===== config.mk =====
export PLATFORM = sky130hd
export DESIGN_NAME = heron_square_root
export DESIGN_NICKNAME = d
export VERILOG_FILES = /design/src/design/hsr_pkg.sv /design/src/design/heron_square_root.sv /design/src/design/hsr_divider.sv /design/src/design/hsr_datapath.sv /design/src/design/hsr_control.sv
export SDC_FILE = /design/constraint.sdc
export NUM_CORES = 1
export LEC_CHECK = 0
export BUFFER_PORTS_ARGS = -buffer_cell sky130_fd_sc_hd__buf_2
export CAP_MARGIN = 20
export CELL_PAD_IN_SITES_DETAIL_PLACEMENT = 1
export CELL_PAD_IN_SITES_GLOBAL_PLACEMENT = 1
export CORE_AREA = 2 2 238 240
export DETAILED_ROUTE_END_ITERATION = 6
export DIE_AREA = 0 0 240 242
export PLACE_DENSITY = 0.68
export SLEW_MARGIN = 20
export SYNTH_ARGS = -nofsm -noshare
export SYNTH_HDL_FRONTEND = slang
export SYNTH_SLANG_ARGS = --single-unit

===== constraint.sdc =====
create_clock -name clk -period 5.6 [get_ports clk]
set_clock_uncertainty 0.1 [all_clocks]
set_input_delay 0.28 -clock clk [delete_from_list [all_inputs] [get_ports clk]]
set_output_delay 0.28 -clock clk [all_outputs]
set_load 0.01 [all_outputs]

===== src/design/hsr_pkg.sv =====
`timescale 1ns / 1ps
`default_nettype none
// ----------------------------------------------------------------------------
// hsr_pkg: shared types and constants of the Heron square root
// Field widths, configuration register indexes and the command and status
// bundles between the sequencer and the datapath.
// ----------------------------------------------------------------------------
package hsr_pkg;

  // Port field widths
  localparam int RADICAND_WIDTH  = 32;
  localparam int ROOT_WIDTH      = 32;
  localparam int STEPS_WIDTH     = 8;
  localparam int TOLERANCE_WIDTH = 32;
  localparam int CFG_INDEX_WIDTH = 1;
  localparam int CFG_DATA_WIDTH  = 32;

  typedef logic [CFG_INDEX_WIDTH-1:0] cfg_index_t;
  typedef logic [STEPS_WIDTH-1:0]     steps_t;
  typedef logic [TOLERANCE_WIDTH-1:0] tolerance_t;

  // Configuration register indexes
  localparam cfg_index_t REG_TOLERANCE       = 1'b0;
  localparam cfg_index_t REG_ITERATION_LIMIT = 1'b1;

  // Reset values of the configuration registers
  localparam tolerance_t TOLERANCE_RESET       = 32'd7;
  localparam steps_t     ITERATION_LIMIT_RESET = 8'd32;

  // Sequencer to datapath commands
  typedef struct packed {
    logic load;       // take a new radicand, set guess to the start value
    logic div_start;  // launch z / x on the divider
    logic capture;    // register the halved sum of guess and quotient
    logic update;     // move the new guess into the guess register
    logic out_load;   // copy the guess into the output register
  } hsr_cmd_t;

  // Datapath to sequencer status
  typedef struct packed {
    logic div_done;   // quotient valid this cycle
    logic nx_zero;    // new guess is zero
    logic in_tol;     // change of guess below tolerance
  } hsr_status_t;

endpackage
`default_nettype wire


===== src/design/heron_square_root.sv =====
`timescale 1ns / 1ps
`default_nettype none
// Heron square root: one unsigned fixed-point radicand in, one root out,
// with the number of Newton steps and a converged flag. Each Newton step
// runs one bit-serial division on a shared radix-2 divider, and the block
// takes no new radicand until the current one is finished. A finished
// result waits in an output register, so the next radicand is taken while
// it is still pending. Configuration writes must only be issued while the
// block is idle.
// ----------------------------------------------------------------------------
// heron_square_root: fixed-point Newton square root
// Top level: configuration registers, sequencer and datapath.
// ----------------------------------------------------------------------------
module heron_square_root
  import hsr_pkg::*;
#(
  parameter int FRACTION_BITS = 16,
  parameter int DATA_WIDTH    = 32
) (
  input  wire                       clk,
  input  wire                       rst,
  input  wire                       cfg_valid,
  output logic                      cfg_ready,
  input  wire [CFG_INDEX_WIDTH-1:0] cfg_index,
  input  wire [CFG_DATA_WIDTH-1:0]  cfg_data,
  input  wire                       in_valid,
  output logic                      in_ready,
  input  wire [RADICAND_WIDTH-1:0]  radicand,
  output logic                      out_valid,
  input  wire                       out_ready,
  output logic [ROOT_WIDTH-1:0]     root,
  output logic [STEPS_WIDTH-1:0]    steps_taken,
  output logic                      converged
);

  tolerance_t  tolerance;
  steps_t      iteration_limit;
  hsr_cmd_t    cmd;
  hsr_status_t status;

  assign cfg_ready = 1'b1;

  // Configuration registers
  always_ff @(posedge clk) begin
    if (rst) begin
      tolerance       <= TOLERANCE_RESET;
      iteration_limit <= ITERATION_LIMIT_RESET;
    end else if (cfg_valid && cfg_ready) begin
      unique case (cfg_index)
        REG_TOLERANCE:       tolerance       <= cfg_data[TOLERANCE_WIDTH-1:0];
        REG_ITERATION_LIMIT: iteration_limit <= cfg_data[STEPS_WIDTH-1:0];
        default: ;
      endcase
    end
  end

  hsr_control u_control (
    .clk             (clk),
    .rst             (rst),
    .in_valid        (in_valid),
    .in_ready        (in_ready),
    .out_valid       (out_valid),
    .out_ready       (out_ready),
    .iteration_limit (iteration_limit),
    .status          (status),
    .cmd             (cmd),
    .steps_taken     (steps_taken),
    .converged       (converged)
  );

  hsr_datapath #(
    .FRACTION_BITS (FRACTION_BITS),
    .DATA_WIDTH    (DATA_WIDTH)
  ) u_datapath (
    .clk       (clk),
    .rst       (rst),
    .cmd       (cmd),
    .status    (status),
    .radicand  (radicand),
    .tolerance (tolerance),
    .root      (root)
  );

endmodule
`default_nettype wire


===== src/design/hsr_divider.sv =====
`timescale 1ns / 1ps
`default_nettype none
// ----------------------------------------------------------------------------
// hsr_divider: radix-2 restoring fixed-point divider
// Computes (dividend << FRACTION_BITS) / divisor one quotient bit per cycle,
// saturating the quotient to all ones. The divisor must be nonzero.
// ----------------------------------------------------------------------------
module hsr_divider
  import hsr_pkg::*;
#(
  parameter int FRACTION_BITS = 16,
  parameter int DATA_WIDTH    = 32
) (
  input  wire                   clk,
  input  wire                   rst,
  input  wire                   start,
  input  wire [DATA_WIDTH-1:0]  dividend,
  input  wire [DATA_WIDTH-1:0]  divisor,
  output logic                  done,
  output logic [DATA_WIDTH-1:0] quotient
);

  localparam int ITER  = DATA_WIDTH + FRACTION_BITS;
  localparam int CNT_W = $clog2(ITER + 1);

  logic                  busy;
  logic [CNT_W-1:0]      count;
  logic [ITER-1:0]       num;
  logic [DATA_WIDTH-1:0] rem;
  logic [DATA_WIDTH-1:0] dsr;
  logic [DATA_WIDTH-1:0] quo;
  logic                  sat;

  logic [DATA_WIDTH:0]   rem_shift;
  logic [DATA_WIDTH+1:0] trial;
  logic                  fits;

  // Trial subtract of the divisor from the shifted partial remainder
  always_comb begin
    rem_shift = {rem, num[ITER-1]};
    trial     = {1'b0, rem_shift} - {2'b00, dsr};
    fits      = ~trial[DATA_WIDTH+1];
  end

  // Control: busy flag, bit counter, done pulse
  always_ff @(posedge clk) begin
    if (rst) begin
      busy  <= 1'b0;
      done  <= 1'b0;
      count <= '0;
    end else begin
      done <= 1'b0;
      if (start && !busy) begin
        busy  <= 1'b1;
        count <= CNT_W'(ITER);
      end else if (busy) begin
        count <= count - CNT_W'(1);
        if (count == CNT_W'(1)) begin
          busy <= 1'b0;
          done <= 1'b1;
        end
      end
    end
  end

  // Datapath: shift in dividend bits, restore or keep remainder
  always_ff @(posedge clk) begin
    if (start && !busy) begin
      num <= {dividend, {FRACTION_BITS{1'b0}}};
      dsr <= divisor;
      rem <= '0;
      quo <= '0;
      sat <= 1'b0;
    end else if (busy) begin
      num <= {num[ITER-2:0], 1'b0};
      rem <= fits ? trial[DATA_WIDTH-1:0] : rem_shift[DATA_WIDTH-1:0];
      quo <= {quo[DATA_WIDTH-2:0], fits};
      // a one shifted out of the top means the quotient overflowed
      sat <= sat | quo[DATA_WIDTH-1];
    end
  end

  assign quotient = sat ? {DATA_WIDTH{1'b1}} : quo;

endmodule
`default_nettype wire


===== src/design/hsr_datapath.sv =====
`timescale 1ns / 1ps
`default_nettype none
// ----------------------------------------------------------------------------
// hsr_datapath: guess, radicand and result registers of the Heron root
// Holds the radicand and guess, runs the divider, forms the halved sum,
// measures the change against the tolerance and drives the root output.
// ----------------------------------------------------------------------------
module hsr_datapath
  import hsr_pkg::*;
#(
  parameter int FRACTION_BITS = 16,
  parameter int DATA_WIDTH    = 32
) (
  input  wire                       clk,
  input  wire                       rst,
  input  hsr_cmd_t                  cmd,
  output hsr_status_t               status,
  input  wire [RADICAND_WIDTH-1:0]  radicand,
  input  wire [TOLERANCE_WIDTH-1:0] tolerance,
  output logic [ROOT_WIDTH-1:0]     root
);

  localparam int WIDE = (DATA_WIDTH > 32) ? DATA_WIDTH : 32;
  localparam logic [DATA_WIDTH-1:0] START_X =
    (FRACTION_BITS + 2 > DATA_WIDTH) ? {DATA_WIDTH{1'b1}} :
    ({{(DATA_WIDTH-1){1'b0}}, 1'b1} << (FRACTION_BITS + 1));
  localparam logic [WIDE-1:0] DW_MAX  = WIDE'({DATA_WIDTH{1'b1}});
  localparam logic [WIDE-1:0] OUT_MAX = WIDE'({ROOT_WIDTH{1'b1}});

  logic [DATA_WIDTH-1:0] z;
  logic [DATA_WIDTH-1:0] x;
  logic [DATA_WIDTH-1:0] nx;
  logic [DATA_WIDTH-1:0] quotient;
  logic                  div_done;

  logic [WIDE-1:0]       rad_wide;
  logic [DATA_WIDTH-1:0] z_load;
  logic [DATA_WIDTH:0]   sum;
  logic [DATA_WIDTH:0]   rise;
  logic [DATA_WIDTH-1:0] fall;
  logic [DATA_WIDTH-1:0] change;
  logic [WIDE-1:0]       x_wide;

  hsr_divider #(
    .FRACTION_BITS (FRACTION_BITS),
    .DATA_WIDTH    (DATA_WIDTH)
  ) u_divider (
    .clk      (clk),
    .rst      (rst),
    .start    (cmd.div_start),
    .dividend (z),
    .divisor  (x),
    .done     (div_done),
    .quotient (quotient)
  );

  // Saturate the radicand into the working width
  always_comb begin
    rad_wide = WIDE'(radicand);
    z_load   = (rad_wide > DW_MAX) ? {DATA_WIDTH{1'b1}} : rad_wide[DATA_WIDTH-1:0];
  end

  // Halved sum of guess and quotient, one bit wider before the shift
  assign sum = {1'b0, x} + {1'b0, quotient};

  // Absolute change between the new and the current guess
  always_comb begin
    rise   = {1'b0, nx} - {1'b0, x};
    fall   = x - nx;
    change = rise[DATA_WIDTH] ? fall : rise[DATA_WIDTH-1:0];
  end

  always_comb begin
    status.div_done = div_done;
    status.nx_zero  = (nx == '0);
    status.in_tol   = WIDE'(change) < WIDE'(tolerance);
  end

  // Guess and radicand registers
  always_ff @(posedge clk) begin
    if (cmd.load) begin
      z <= z_load;
      x <= START_X;
    end else if (cmd.update) begin
      x <= nx;
    end
    if (cmd.capture) begin
      nx <= sum[DATA_WIDTH:1];
    end
  end

  // Output register, guess saturated to the port width
  assign x_wide = WIDE'(x);

  always_ff @(posedge clk) begin
    if (cmd.out_load) begin
      root <= (x_wide > OUT_MAX) ? {ROOT_WIDTH{1'b1}} : x_wide[ROOT_WIDTH-1:0];
    end
  end

endmodule
`default_nettype wire


===== src/design/hsr_control.sv =====
`timescale 1ns / 1ps
`default_nettype none
// ----------------------------------------------------------------------------
// hsr_control: sequencer of the Heron root
// Accepts radicands, steps the datapath through divide, capture and update,
// counts Newton steps against the limit and drives the result handshake.
// ----------------------------------------------------------------------------
module hsr_control
  import hsr_pkg::*;
(
  input  wire              clk,
  input  wire              rst,
  input  wire              in_valid,
  output logic             in_ready,
  output logic             out_valid,
  input  wire              out_ready,
  input  wire  [STEPS_WIDTH-1:0] iteration_limit,
  input  hsr_status_t      status,
  output hsr_cmd_t         cmd,
  output logic [STEPS_WIDTH-1:0] steps_taken,
  output logic             converged
);

  typedef enum logic [4:0] {
    IDLE   = 5'b00001,
    LAUNCH = 5'b00010,
    DIVIDE = 5'b00100,
    CHECK  = 5'b01000,
    FINISH = 5'b10000
  } state_t;

  state_t state, state_next;
  steps_t steps;
  steps_t steps_inc;
  logic   conv;
  logic   out_free;

  assign steps_inc = steps + steps_t'(1);
  assign out_free  = !out_valid || out_ready;
  assign in_ready  = (state == IDLE);

  // Next state and commands
  always_comb begin
    state_next = state;
    cmd        = '0;
    unique case (state)
      IDLE: begin
        if (in_valid) begin
          cmd.load   = 1'b1;
          state_next = (iteration_limit == '0) ? FINISH : LAUNCH;
        end
      end
      LAUNCH: begin
        cmd.div_start = 1'b1;
        state_next    = DIVIDE;
      end
      DIVIDE: begin
        if (status.div_done) begin
          cmd.capture = 1'b1;
          state_next  = CHECK;
        end
      end
      CHECK: begin
        cmd.update = 1'b1;
        if (status.nx_zero || status.in_tol || steps_inc == iteration_limit) begin
          state_next = FINISH;
        end else begin
          state_next = LAUNCH;
        end
      end
      FINISH: begin
        if (out_free) begin
          cmd.out_load = 1'b1;
          state_next   = IDLE;
        end
      end
      default: begin
        state_next = IDLE;
      end
    endcase
  end

  // State, step counter and convergence flag
  always_ff @(posedge clk) begin
    if (rst) begin
      state <= IDLE;
      steps <= '0;
      conv  <= 1'b0;
    end else begin
      state <= state_next;
      if (cmd.load) begin
        steps <= '0;
        conv  <= 1'b0;
      end else if (cmd.update) begin
        steps <= steps_inc;
        conv  <= status.nx_zero || status.in_tol;
      end
    end
  end

  // Result beat: hold until taken
  always_ff @(posedge clk) begin
    if (rst) begin
      out_valid <= 1'b0;
    end else if (cmd.out_load) begin
      out_valid <= 1'b1;
    end else if (out_ready) begin
      out_valid <= 1'b0;
    end
  end

  always_ff @(posedge clk) begin
    if (cmd.out_load) begin
      steps_taken <= steps;
      converged   <= conv;
    end
  end

endmodule
`default_nettype wire


==> results of run 1 <==
area by class of cell:
cell class,instances,area (um2),area share
clock buffer,48,1060,0.0462
tap,756,946,0.0413
inverter,158,593,0.0259
timing repair buffer,240,1720,0.0751
clock inverter,24,285,0.0124
sequential,329,8280,0.361
multi-input combinational,1495,10000,0.438
worst register-to-register path, cell delays in order, from the launching register on:
cell      delay (ns)
edfxtp_1        0.42
inv_1           0.08
ha_1            0.18
inv_1           0.06
fa_1            0.39
a21o_1          0.19
a21o_1          0.24
a21oi_4         0.18
a22o_1          0.20
o21ai_1         0.12
a21oi_2         0.32
buf_6           0.19
mux2_2          0.35
o41ai_2         0.07
xor2_1          0.19
ha_1            0.26
a21o_1          0.16
a21oi_1         0.14
nor2b_1         0.08
o41ai_2         0.39
a211o_1         0.23
a211oi_2        0.09
or4_1           0.51
o21ai_0         0.11
layout by cell type, fill, tap and decap left out, types with 7 or more instances in the layout:
cell and n:
clkbuf_16 39, buf_2 112, a21oi_1 203, o211ai_1 18, ha_1 160, xor2_1 41, dlygate4sd3_1 68, a21o_1 69
nand2_1 301, nor3_1 29, buf_4 57, a31oi_1 19, dfxtp_1 158, mux2i_1 20, nor4_1 12, nor2b_1 15
edfxtp_1 169, o21a_1 13, mux2_2 34, o21ai_1 22, nand3_1 31, or3_1 8, nand2b_1 13, xnor2_1 63
o21bai_1 18, a211oi_1 11, and3_1 17, or2_2 37, inv_1 158, nand3b_1 7, o21ai_0 113, nor2_1 77
nand4_1 22
power groups by stage:
stage	clock (uW)	combinational [uW]	sequential [uW]
2_1_floorplan	0	1260	2900
3_5_place_dp	0	1630	2950
4_1_cts	2760	1670	2900
6_report	2680	1670	2900
3_3_place_gp	0	1580	2940
5_1_grt	2840	1870	2930
per-stage QoR:
step	worst slack, ns	hold slack, ns	utilization
finish	0.263	0.0548	0.411
global route	0.00697	0.0776	0.411
CTS	0.0709	0.0197	0.409
detailed placement	0.0332	0.341	0.373
global placement	0.295	0.317	0.373
floorplan	0.716	0.279	-
registers in the layout (all words and copies together), names as in the netlist, 5 cells and up:
signal,cells
u_datapath.u_divider.dsr,32
u_control.steps_taken,8
u_datapath.u_divider.num,32
u_datapath.u_divider.rem,32
iteration_limit,8
u_control.state,5
u_datapath.root,32
tolerance,32
u_datapath.u_divider.count,6
u_datapath.z,32
u_datapath.u_divider.quo,32
u_datapath.nx,32
u_control.steps,8
u_datapath.x,32
path summary, 6_finish.rpt:
kind	startpoint	to	slack, ns	cells past startpoint
worst max-delay path	u_datapath.nx[0]$_DFFE_PP_	u_control.state[4]$_SDFFE_PP0P_	0.26	23
worst min-delay path	in_valid	u_control.state[0]$_SDFFE_PP1P_	0.05	4
worst max register to register	u_datapath.nx[0]$_DFFE_PP_	u_control.state[4]$_SDFFE_PP0P_	0.26	23
worst min register to register	tolerance[9]$_SDFFE_PP0P_	tolerance[9]$_SDFFE_PP0P_	0.36	2
timing repair:
| item | in CTS | in global routing |
|---|---|---|
| hold endpoints to repair | 73 | 0 |
| endpoints found under the setup margin | 1 | 2 |
| gates resized for setup | 1 | 11 |
| hold buffers | 68 | 0 |
| pin swaps | 0 | 3 |
| buffers inserted | 0 | 6 |
per-layer routing:
layer | vias up | wire length [um] | GRT usage
li1 | 7722 | - | -
met1 | 7650 | 25700 | 0.245
met2 | 203 | 28400 | 0.346
met3 | 87 | 1960 | 0.0344
met4 | 2 | 1750 | 0.0627
met5 | - | 13 | 0
cells by family (layout without fill, tap and decap cells):
logic type      count (synthesis)  in the layout  share of synthesized area
simple gates                  600            600                      0.144
compound gates                571            571                      0.187
flops                         329            329                      0.430
buf+inv                       251            470                     0.0518
fa+ha+maj                     164            164                      0.108
xor+xnor                      104            104                     0.0474
mux                            55             55                     0.0309
other cells                     1              1                   0.000195
==> reports/qor.tcl, run 1 <==
set qor(run_status) {completed}
set qor(number_of_antenna_violating_nets_in_the_routed_design) 0
set qor(cp_required_ns) 5.98
set qor(most_common_cell_in_the_netlist) {nand2_1}
set qor(detail_route.drc_violations) 0
set qor(cell_internal_pwr_uw) 5010
set qor(clkSlewWorstSetupHoldPaths_ns) 0.07
set qor(tritoncts_clock_tree) {yes}
set qor(criticalPathCategory) {reg2reg}
set qor(initial_utilization) 0.345
set qor(drt-total-wl_mm) 57.8
set qor(track_usage) 0.198
set qor(crit_top_cell) {a21o_1}
set qor(fin_nets) 2497
set qor(first_global_vias) 16500
set qor(floorplan.core_area_um2) 55700
set qor(post_synthesis_cell_type_with_the_largest_combined_area) {edfxtp_1}
set qor(synth-seq-area-share) 0.430
set qor(cts_root_buf) {clkbuf_16}
set qor(register_bit_total_from_synthesis) 329
set qor(via_count) 15700
set qor(place_area_um2) 20800
set qor(antenna_found_initial) 1
set qor(design.portCount) 114
set qor(die-area_um2) 58100
set qor(sequentialPowerShare) 0.400
set qor(stdcell_count) 3050
set qor(clock_insertion_delay_at_the_later_pin_of_the_skew_report_ns) 0.59
set qor(cp.arrival_ns) 5.72
set qor(htree_num_levels) 2
set qor(netSwitchingPower_uw) 2250
set qor(cellPowerDensity_nw_per_um2) 317
set qor(wire_length_of_the_first_global_routing_pass_mm) 91.3
set qor(tritoncts_sink_count) 329
set qor(grt_start_max_net_pins) 61
set qor(critical_path.top_delay_family) {compound AO/OA/AOI/OAI gates}
set qor(floorplan.rows) 87
set qor(postSynthCellCount) 2075
set qor(netlist_area_pre_place_um2) 19200
set qor(worst_path_cell_with_the_longest_stage_delay) {or4_1}
set qor(synth-edff-count) 169
set qor(cts_made_buffers) 39
set qor(detailedRoute.firstPassIterationCount) 4
set qor(final_hold_viol_count) 0
set qor(timing.critical_path.fanout_max) 8
set qor(startpoint_type) {register}
set qor(yosys_warnings) 0
set qor(layout_worst_path_cycle_share) 0.953
set qor(die_height_um) 242
set qor(flow.area_growth_from_synthesis_pct) 19.2
set qor(wl_per_cell_um) 18.9
set qor(yosys.area.top_type_share) 0.264
set qor(fill_cells) 6441
set qor(worstPathCellList) {inv_1, ha_1, inv_1, fa_1, a21o_1, a21o_1, a21oi_4, a22o_1, o21ai_1, a21oi_2, buf_6, mux2_2, o41ai_2, xor2_1, ha_1, a21o_1, a21oi_1, nor2b_1, o41ai_2, a211o_1, a211oi_2, or4_1, o21ai_0}
set qor(timing.slew.headroom) 0.306
set qor(synthFlopType) {edfxtp_1}
set qor(vdd_drop_max_mv) 0.191
set qor(power_frac_comb) 0.231
set qor(crit_path_max_incr_delay_ns) 0.51
set qor(gpl.final_weighted_congestion) 0.864
set qor(crit_path_end_kind) {register}
set qor(hold_path.class) {in2reg}
set qor(power.leakage_uw) 0.00959
set qor(n_antenna_cell) 0
set qor(clock.fmax_ghz) 0.187
set qor(die_width_um) 240
set qor(timing_worst_slew_pin_value_ns) 1.04
set qor(total_power_uw) 7260
set qor(per_instance_average_area_after_synthesis_um2) 9.27
set qor(clock_group_share_of_total_power) 0.369
set qor(grt_setup_unrepaired) {false}
set qor(place_inst) 2904
set qor(first_iter_violations) 748
set qor(maxCapViolations) 0
set qor(detailedPlacementHpwl_mm) 42.0
set qor(synthTopCellsByCount) {301 x nand2_1, 203 x a21oi_1, 169 x edfxtp_1}
set qor(synthArstFlopShare) 0
set qor(final-max-slew-violation-count) 0
set qor(number_of_distinct_library_cell_variants_in_the_gate_level_netlist_after_synthesis) 87
set qor(cp_num_buf_inv) 3
set qor(switching_share) 0.310
set qor(max-clock-path-buffers) 3
set qor(post_synth_main_area_contributors) {edfxtp_1 26%, dfxtp_1 17%, ha_1 10%}
set qor(setup_violations) 0
set qor(layout.cell_area.non_filler_um2) 22900
set qor(period_needed_ns) 5.34
set qor(synth.net_count) 2309
set qor(share_of_final_layout_standard_cells_stronger_than_drive_strength_1) 0.154
set qor(vias_per_cell) 5.14
set qor(fin_tns_setup_ns) 0
set qor(placement.io_buffers) 112
set qor(grt_remaining_overflow) 0
Note: power is estimated with default switching activity, not from simulation.
==> run 2, diff against run 1 <==
CORE_AREA = 2 2 210 212   (was 2 2 238 240)
DIE_AREA = 0 0 212 214   (was 0 0 240 242)
PLACE_DENSITY = 0.83   (was 0.68)
==> run 2 against run 1 <==
Compared with the run above: worst hold slack worse by 0.030 ns; sequential cell count stayed put; non-clock buffer count is 12 lower; critical path depth is 1 lower; first-iteration DRC count is 60% higher; global-route usage is 8.7 points higher; sequential power hardly changed; total power is 1.4% higher.
==> reports/qor.tcl, run 2 (synthesis gave the netlist of run 1 again) <==
set qor(maxCapViolations) 0
set qor(htree_num_levels) 2
set qor(die_width_um) 212
set qor(initial_utilization) 0.448
set qor(use_met3) 0.0437
set qor(rr_worst_depth) 22
set qor(fin_nets) 2484
set qor(first_iter_violations) 1197
set qor(critical_path.top_delay_family) {compound AO/OA/AOI/OAI gates}
set qor(clock_insertion_delay_at_the_later_pin_of_the_skew_report_ns) 0.57
set qor(number_of_antenna_violating_nets_in_the_routed_design) 0
set qor(tritoncts_sink_count) 329
set qor(cp.arrival_ns) 5.75
set qor(wl_per_cell_um) 22.6
set qor(gr-usage-met2) 0.490
set qor(design.portCount) 114
set qor(hold_start) {in_valid}
set qor(grt-busiest-layer) {met2}
set qor(first_global_vias) 17700
set qor(worstPathCellList) {ha_1, inv_1, fa_1, a21o_1, a21o_1, a21oi_4, a21oi_1, o21ai_2, nand2_4, mux2i_1, xnor2_1, ha_1, and3_1, a221oi_1, o21ai_0, nand2_1, a31oi_1, o41ai_1, a211o_1, a211oi_1, or4_1, o21ai_0}
set qor(timing_worst_slew_pin_value_ns) 1.07
set qor(cts_root_buf) {clkbuf_16}
set qor(worst_case_hold_path_end_point) {u_control.state[0]$_SDFFE_PP1P_}
set qor(crit_path_max_incr_delay_ns) 0.51
set qor(fin_tns_setup_ns) 0
set qor(setup_violations) 0
set qor(layout_worst_path_cycle_share) 0.958
set qor(timing.critical_path.fanout_max) 9
set qor(period_needed_ns) 5.36
set qor(crit-reg2reg-launch) {u_datapath.x[0]$_SDFFE_PP0P_}
set qor(final-max-slew-violation-count) 0
set qor(flow.area_growth_from_synthesis_pct) 17.3
set qor(run_status) {completed}
set qor(share_of_final_layout_standard_cells_stronger_than_drive_strength_1) 0.145
set qor(place_inst) 2725
set qor(n_antenna_cell) 0
set qor(cp_num_buf_inv) 1
set qor(via_count) 16600
set qor(drt-total-wl_mm) 64.9
set qor(gpl.final_weighted_congestion) 0.947
set qor(antenna_found_initial) 1
set qor(tritoncts_clock_tree) {yes}
set qor(detailedRoute.firstPassIterationCount) 5
set qor(clkSlewWorstSetupHoldPaths_ns) 0.07
set qor(vias_per_cell) 5.81
set qor(cp_required_ns) 5.99
set qor(global_route.usage.met1) 0.355
set qor(detailedPlacementHpwl_mm) 44.0
set qor(power.leakage_uw) 0.00951
set qor(timing.slew.headroom) 0.288
set qor(clock.fmax_ghz) 0.186
set qor(final_hold_viol_count) 0
set qor(die_height_um) 214
set qor(max-clock-path-buffers) 3
set qor(startpoint_type) {register}
set qor(regToRegEndpoint) {u_control.state[4]$_SDFFE_PP0P_}
set qor(detail_route.drc_violations) 0
set qor(stdcell_count) 2865
set qor(placement.io_buffers) 112
set qor(vdd_drop_max_mv) 0.210
set qor(cellPowerDensity_nw_per_um2) 326
set qor(worst_path_cell_with_the_longest_stage_delay) {or4_1}
set qor(timing.reg2reg.setup_slack_ns) 0.24
set qor(floorplan.core_area_um2) 42900
set qor(crit_path_end_kind) {register}
set qor(track_usage) 0.285
set qor(hold_path.class) {in2reg}
set qor(wire_length_of_the_first_global_routing_pass_mm) 101
set qor(grt_start_max_net_pins) 53
set qor(timing.hold.worst_path_depth) 4
set qor(final_cell_mix) {301 x nand2_1, 203 x a21oi_1, 169 x edfxtp_1}
set qor(floorplan.rows) 76
set qor(most_common_cell_after_layout_fill_and_taps_aside) {nand2_1}
set qor(grt_setup_unrepaired) {false}
set qor(die-area_um2) 45400
set qor(criticalPathCategory) {reg2reg}
set qor(cts_made_buffers) 38
set qor(grt_remaining_overflow) 0
==> run 2: routing by layer <==
layer | wire, um | up-vias
met1 | 26900 | 8282
met4 | 2770 | 0
li1 | - | 7687
met5 | 0 | -
met2 | 32100 | 490
met3 | 3060 | 174
==> run 2: per-stage QoR <==
step	hold WS (ns)	instance area, um2	total power, uW	util	worst slack [ns]
after floorplan	0.279	19200	4160	-	0.716
after global placement	0.346	20500	4480	0.478	0.355
after detailed placement	0.350	20500	4580	0.478	0.196
after CTS	0.00202	22500	7320	0.525	0.150
after global routing	0.0603	22600	7660	0.526	0.00665
final	0.0244	22600	7360	0.526	0.238
==> run 2: what timing repair did <==
item | CTS | global route
buffers inserted | 0 | 2
endpoints found under the hold margin | 73 | 0
gates resized for setup | 0 | 7
setup endpoints to repair | 0 | 2
hold buffers | 68 | 0
==> run 2: layout make-up <==
class                   count  area, um2
fillers                  4851      20300
multi-input cells        1495      10000
flip-flops and latches    329       8280
clock inverters            18        241
repair buffers            228       1600
well taps                 585        732
clock buffers              52       1100
inverters                 158        593
==> run 2: worst max-delay path by stage <==
| stage | startpoint | end | slack, ns | cells past startpoint |
|---|---|---|---|---|
| 2_1_floorplan | u_datapath.nx[0]$_DFFE_PP_ | u_control.state[4]$_SDFFE_PP0P_ | 0.72 | 24 |
| 3_3_place_gp | u_datapath.nx[0]$_DFFE_PP_ | u_control.state[4]$_SDFFE_PP0P_ | 0.36 | 25 |
| 3_5_place_dp | u_datapath.nx[0]$_DFFE_PP_ | u_control.state[4]$_SDFFE_PP0P_ | 0.20 | 24 |
| 4_1_cts | u_datapath.x[29]$_SDFFE_PP0P_ | u_control.state[4]$_SDFFE_PP0P_ | 0.15 | 20 |
| 5_1_grt | u_datapath.x[0]$_SDFFE_PP0P_ | u_control.state[4]$_SDFFE_PP0P_ | 0.007 | 23 |
| 6_report | u_datapath.x[0]$_SDFFE_PP0P_ | u_control.state[4]$_SDFFE_PP0P_ | 0.24 | 22 |
==> run 2: where the power goes <==
part / switching [uW] / internal, uW
Sequential: 161 / 2760
Combinational: 1050 / 685
Clock: 1090 / 1620
Total: 2300 / 5060
==> run 2: worst min-delay path, stage by stage <==
cell	delay, ns
buf_2	0.09
nor2b_1	0.05
a31oi_1	0.14
o31ai_1	0.08
==> run 3, diff against run 2 <==
RECOVER_POWER = 50   (was default)
==> run 3 against run 2 <==
Compared with the run above: the flow now finishes with violations (capacitance limit, slew limit); register-to-register slack got worse by 0.05 ns; combinational power barely moved; critical path depth is 2 lower; sequential share of layout area rose by 0.22 points; first-iteration DRC count down 5.6%; core utilization fell by 0.32 points; critical endpoint unchanged; largest cell class unchanged; highest routed layer unchanged.
==> reports/qor.tcl, run 3 (synthesis gave the netlist of run 1 again) <==
set qor(htree_num_levels) 2
set qor(grt_setup_unrepaired) {false}
set qor(vdd_drop_max_mv) 0.211
set qor(final_hold_viol_count) 0
set qor(timing.reg2reg.setup_slack_ns) 0.19
set qor(grt_remaining_overflow) 0
set qor(tritoncts_sink_count) 329
set qor(setup_violations) 0
set qor(startpoint_type) {register}
set qor(period_needed_ns) 5.41
set qor(detailedPlacementHpwl_mm) 44.0
set qor(gpl.final_weighted_congestion) 0.947
set qor(initial_utilization) 0.448
set qor(detail_route.drc_violations) 0
set qor(multiInputGateArea_um2) 10000
set qor(regToRegEndpoint) {u_control.state[4]$_SDFFE_PP0P_}
set qor(floorplan.rows) 76
set qor(wl_per_cell_um) 22.6
set qor(power.leakage_uw) 0.00930
set qor(run_status) {finished, violations left}
set qor(first_iter_violations) 1130
set qor(die_height_um) 214
set qor(clock_insertion_delay_at_the_later_pin_of_the_skew_report_ns) 0.57
set qor(n_antenna_cell) 0
set qor(die_width_um) 212
set qor(most_common_cell_after_layout_fill_and_taps_aside) {nand2_1}
set qor(fin_nets) 2484
set qor(crit_path_end_kind) {register}
set qor(rr_worst_depth) 20
set qor(maxCapViolations) 5
set qor(area_taken_by_flip_flops_and_latches_um2) 8280
set qor(floorplan.core_area_um2) 42900
set qor(timing.hold.worst_path_depth) 4
set qor(cp_required_ns) 5.98
set qor(number_of_antenna_violating_nets_in_the_routed_design) 0
set qor(fin_tns_setup_ns) 0
set qor(wire_length_of_the_first_global_routing_pass_mm) 101
set qor(timing.slew.headroom) -1.08
set qor(tritoncts_clock_tree) {yes}
set qor(final_cell_mix) {301 x nand2_1, 203 x a21oi_1, 169 x edfxtp_1}
set qor(fill_cells) 4890
set qor(clkSlewWorstSetupHoldPaths_ns) 0.07
set qor(cp.arrival_ns) 5.80
set qor(first_global_vias) 17700
set qor(crit-reg2reg-launch) {u_datapath.x[29]$_SDFFE_PP0P_}
set qor(cellPowerDensity_nw_per_um2) 328
set qor(max-clock-path-buffers) 3
set qor(clock.fmax_ghz) 0.185
set qor(via_count) 16600
set qor(share_of_final_layout_standard_cells_stronger_than_drive_strength_1) 0.114
set qor(criticalPathCategory) {reg2reg}
set qor(antenna_found_initial) 1
set qor(detailedRoute.firstPassIterationCount) 5
set qor(hold_start) {in_valid}
set qor(placement.io_buffers) 112
set qor(layout_worst_path_cycle_share) 0.966
set qor(design.portCount) 114
set qor(timing.critical_path.fanout_max) 9
set qor(hold_path.class) {in2reg}
set qor(final-max-slew-violation-count) 180
set qor(grt_start_max_net_pins) 53
set qor(flow.area_growth_from_synthesis_pct) 16.6
set qor(total_power_uw) 7360
set qor(worst_case_hold_path_end_point) {u_control.state[0]$_SDFFE_PP1P_}
set qor(drt-total-wl_mm) 64.8
set qor(track_usage) 0.285
set qor(violations_in_the_final_reports) {capacitance limit, slew limit}
set qor(cts_root_buf) {clkbuf_16}
set qor(cts_made_buffers) 38
set qor(timing_worst_slew_pin_value_ns) 3.12
set qor(vias_per_cell) 5.81
set qor(die-area_um2) 45400
==> run 3: cell types whose count changed in the layout (fill, tap and decap cells not counted) <==
| cell | delta |
|---|---|
| clkbuf_1 | +68 |
| buf_2 | -48 |
| buf_4 | -20 |
| dfxtp_1 | +1 |
| dfxtp_2 | -1 |
| nor2_1 | +1 |
| nor2_2 | -1 |
==> run 3: worst max-delay path by stage <==
| stage | startpoint | endpoint | slack [ns] |
|---|---|---|---|
| after detailed placement | u_datapath.nx[0]$_DFFE_PP_ | u_control.state[4]$_SDFFE_PP0P_ | 0.20 |
| after CTS | u_datapath.x[29]$_SDFFE_PP0P_ | u_control.state[4]$_SDFFE_PP0P_ | 0.15 |
| after global placement | u_datapath.nx[0]$_DFFE_PP_ | u_control.state[4]$_SDFFE_PP0P_ | 0.36 |
| after global routing | u_datapath.x[0]$_SDFFE_PP0P_ | u_control.state[4]$_SDFFE_PP0P_ | 0.007 |
| final | u_datapath.x[29]$_SDFFE_PP0P_ | u_control.state[4]$_SDFFE_PP0P_ | 0.19 |
| after floorplan | u_datapath.nx[0]$_DFFE_PP_ | u_control.state[4]$_SDFFE_PP0P_ | 0.72 |
==> run 3: stage by stage <==
| stage | hold WS, ns | setup WS, ns | area (um2) | utilization | std cells |
|---|---|---|---|---|---|
| CTS | 0.00202 | 0.150 | 22500 | 0.525 | 2863 |
| finish | 0.0260 | 0.190 | 22400 | 0.523 | 2865 |
| global route | 0.0599 | 0.00665 | 22400 | 0.523 | 2865 |
| detailed placement | 0.350 | 0.196 | 20500 | 0.478 | 2725 |
| floorplan | 0.279 | 0.716 | 19200 | - | 2075 |
| global placement | 0.346 | 0.355 | 20500 | 0.478 | 2725 |
==> run 3: critical path: stages (launching register included) <==
cell	delay (ns)
dfxtp_1	0.51
inv_1	0.10
ha_2	0.44
nand4_1	0.20
or3_4	0.48
nor2_2	0.26
o21ai_2	0.14
nand2_4	0.18
mux2i_1	0.34
xnor2_1	0.17
ha_1	0.27
and3_1	0.22
a221oi_1	0.25
o21ai_0	0.14
nand2_1	0.09
a31oi_1	0.07
o41ai_1	0.40
a211o_1	0.24
a211oi_1	0.11
or4_1	0.51
o21ai_0	0.09
==> run 3: final cells by class <==
type | instances | area share
timing repair buffer | 228 | 0.0654
clock buffer | 52 | 0.0489
inverter | 158 | 0.0265
tap | 585 | 0.0327
sequential | 329 | 0.369
clock inverter | 18 | 0.0108
multi-input combinational | 1495 | 0.446
==> run 3: repair_timing <==
action                     in CTS  in global routing
setup endpoints to repair       0                  2
resized for setup               0                  7
hold buffers                   68                  0
hold endpoints to repair       73                  0
buffers inserted                0                  2
==> run 3: layer usage <==
layer | routed length [um] | vias up | global-route usage
li1 | - | 7688 | -
met1 | 26800 | 8273 | 0.355
met2 | 32100 | 497 | 0.490
met3 | 3070 | 185 | 0.0437
met4 | 2850 | 0 | 0.117
met5 | 0 | - | 0
==> run 3: power breakdown <==
part	internal (uW)	total (uW)	switching (uW)
Sequential	2760	2920	160
Clock	1620	2710	1090
Combinational	683	1730	1050
Total	5060	7360	2300
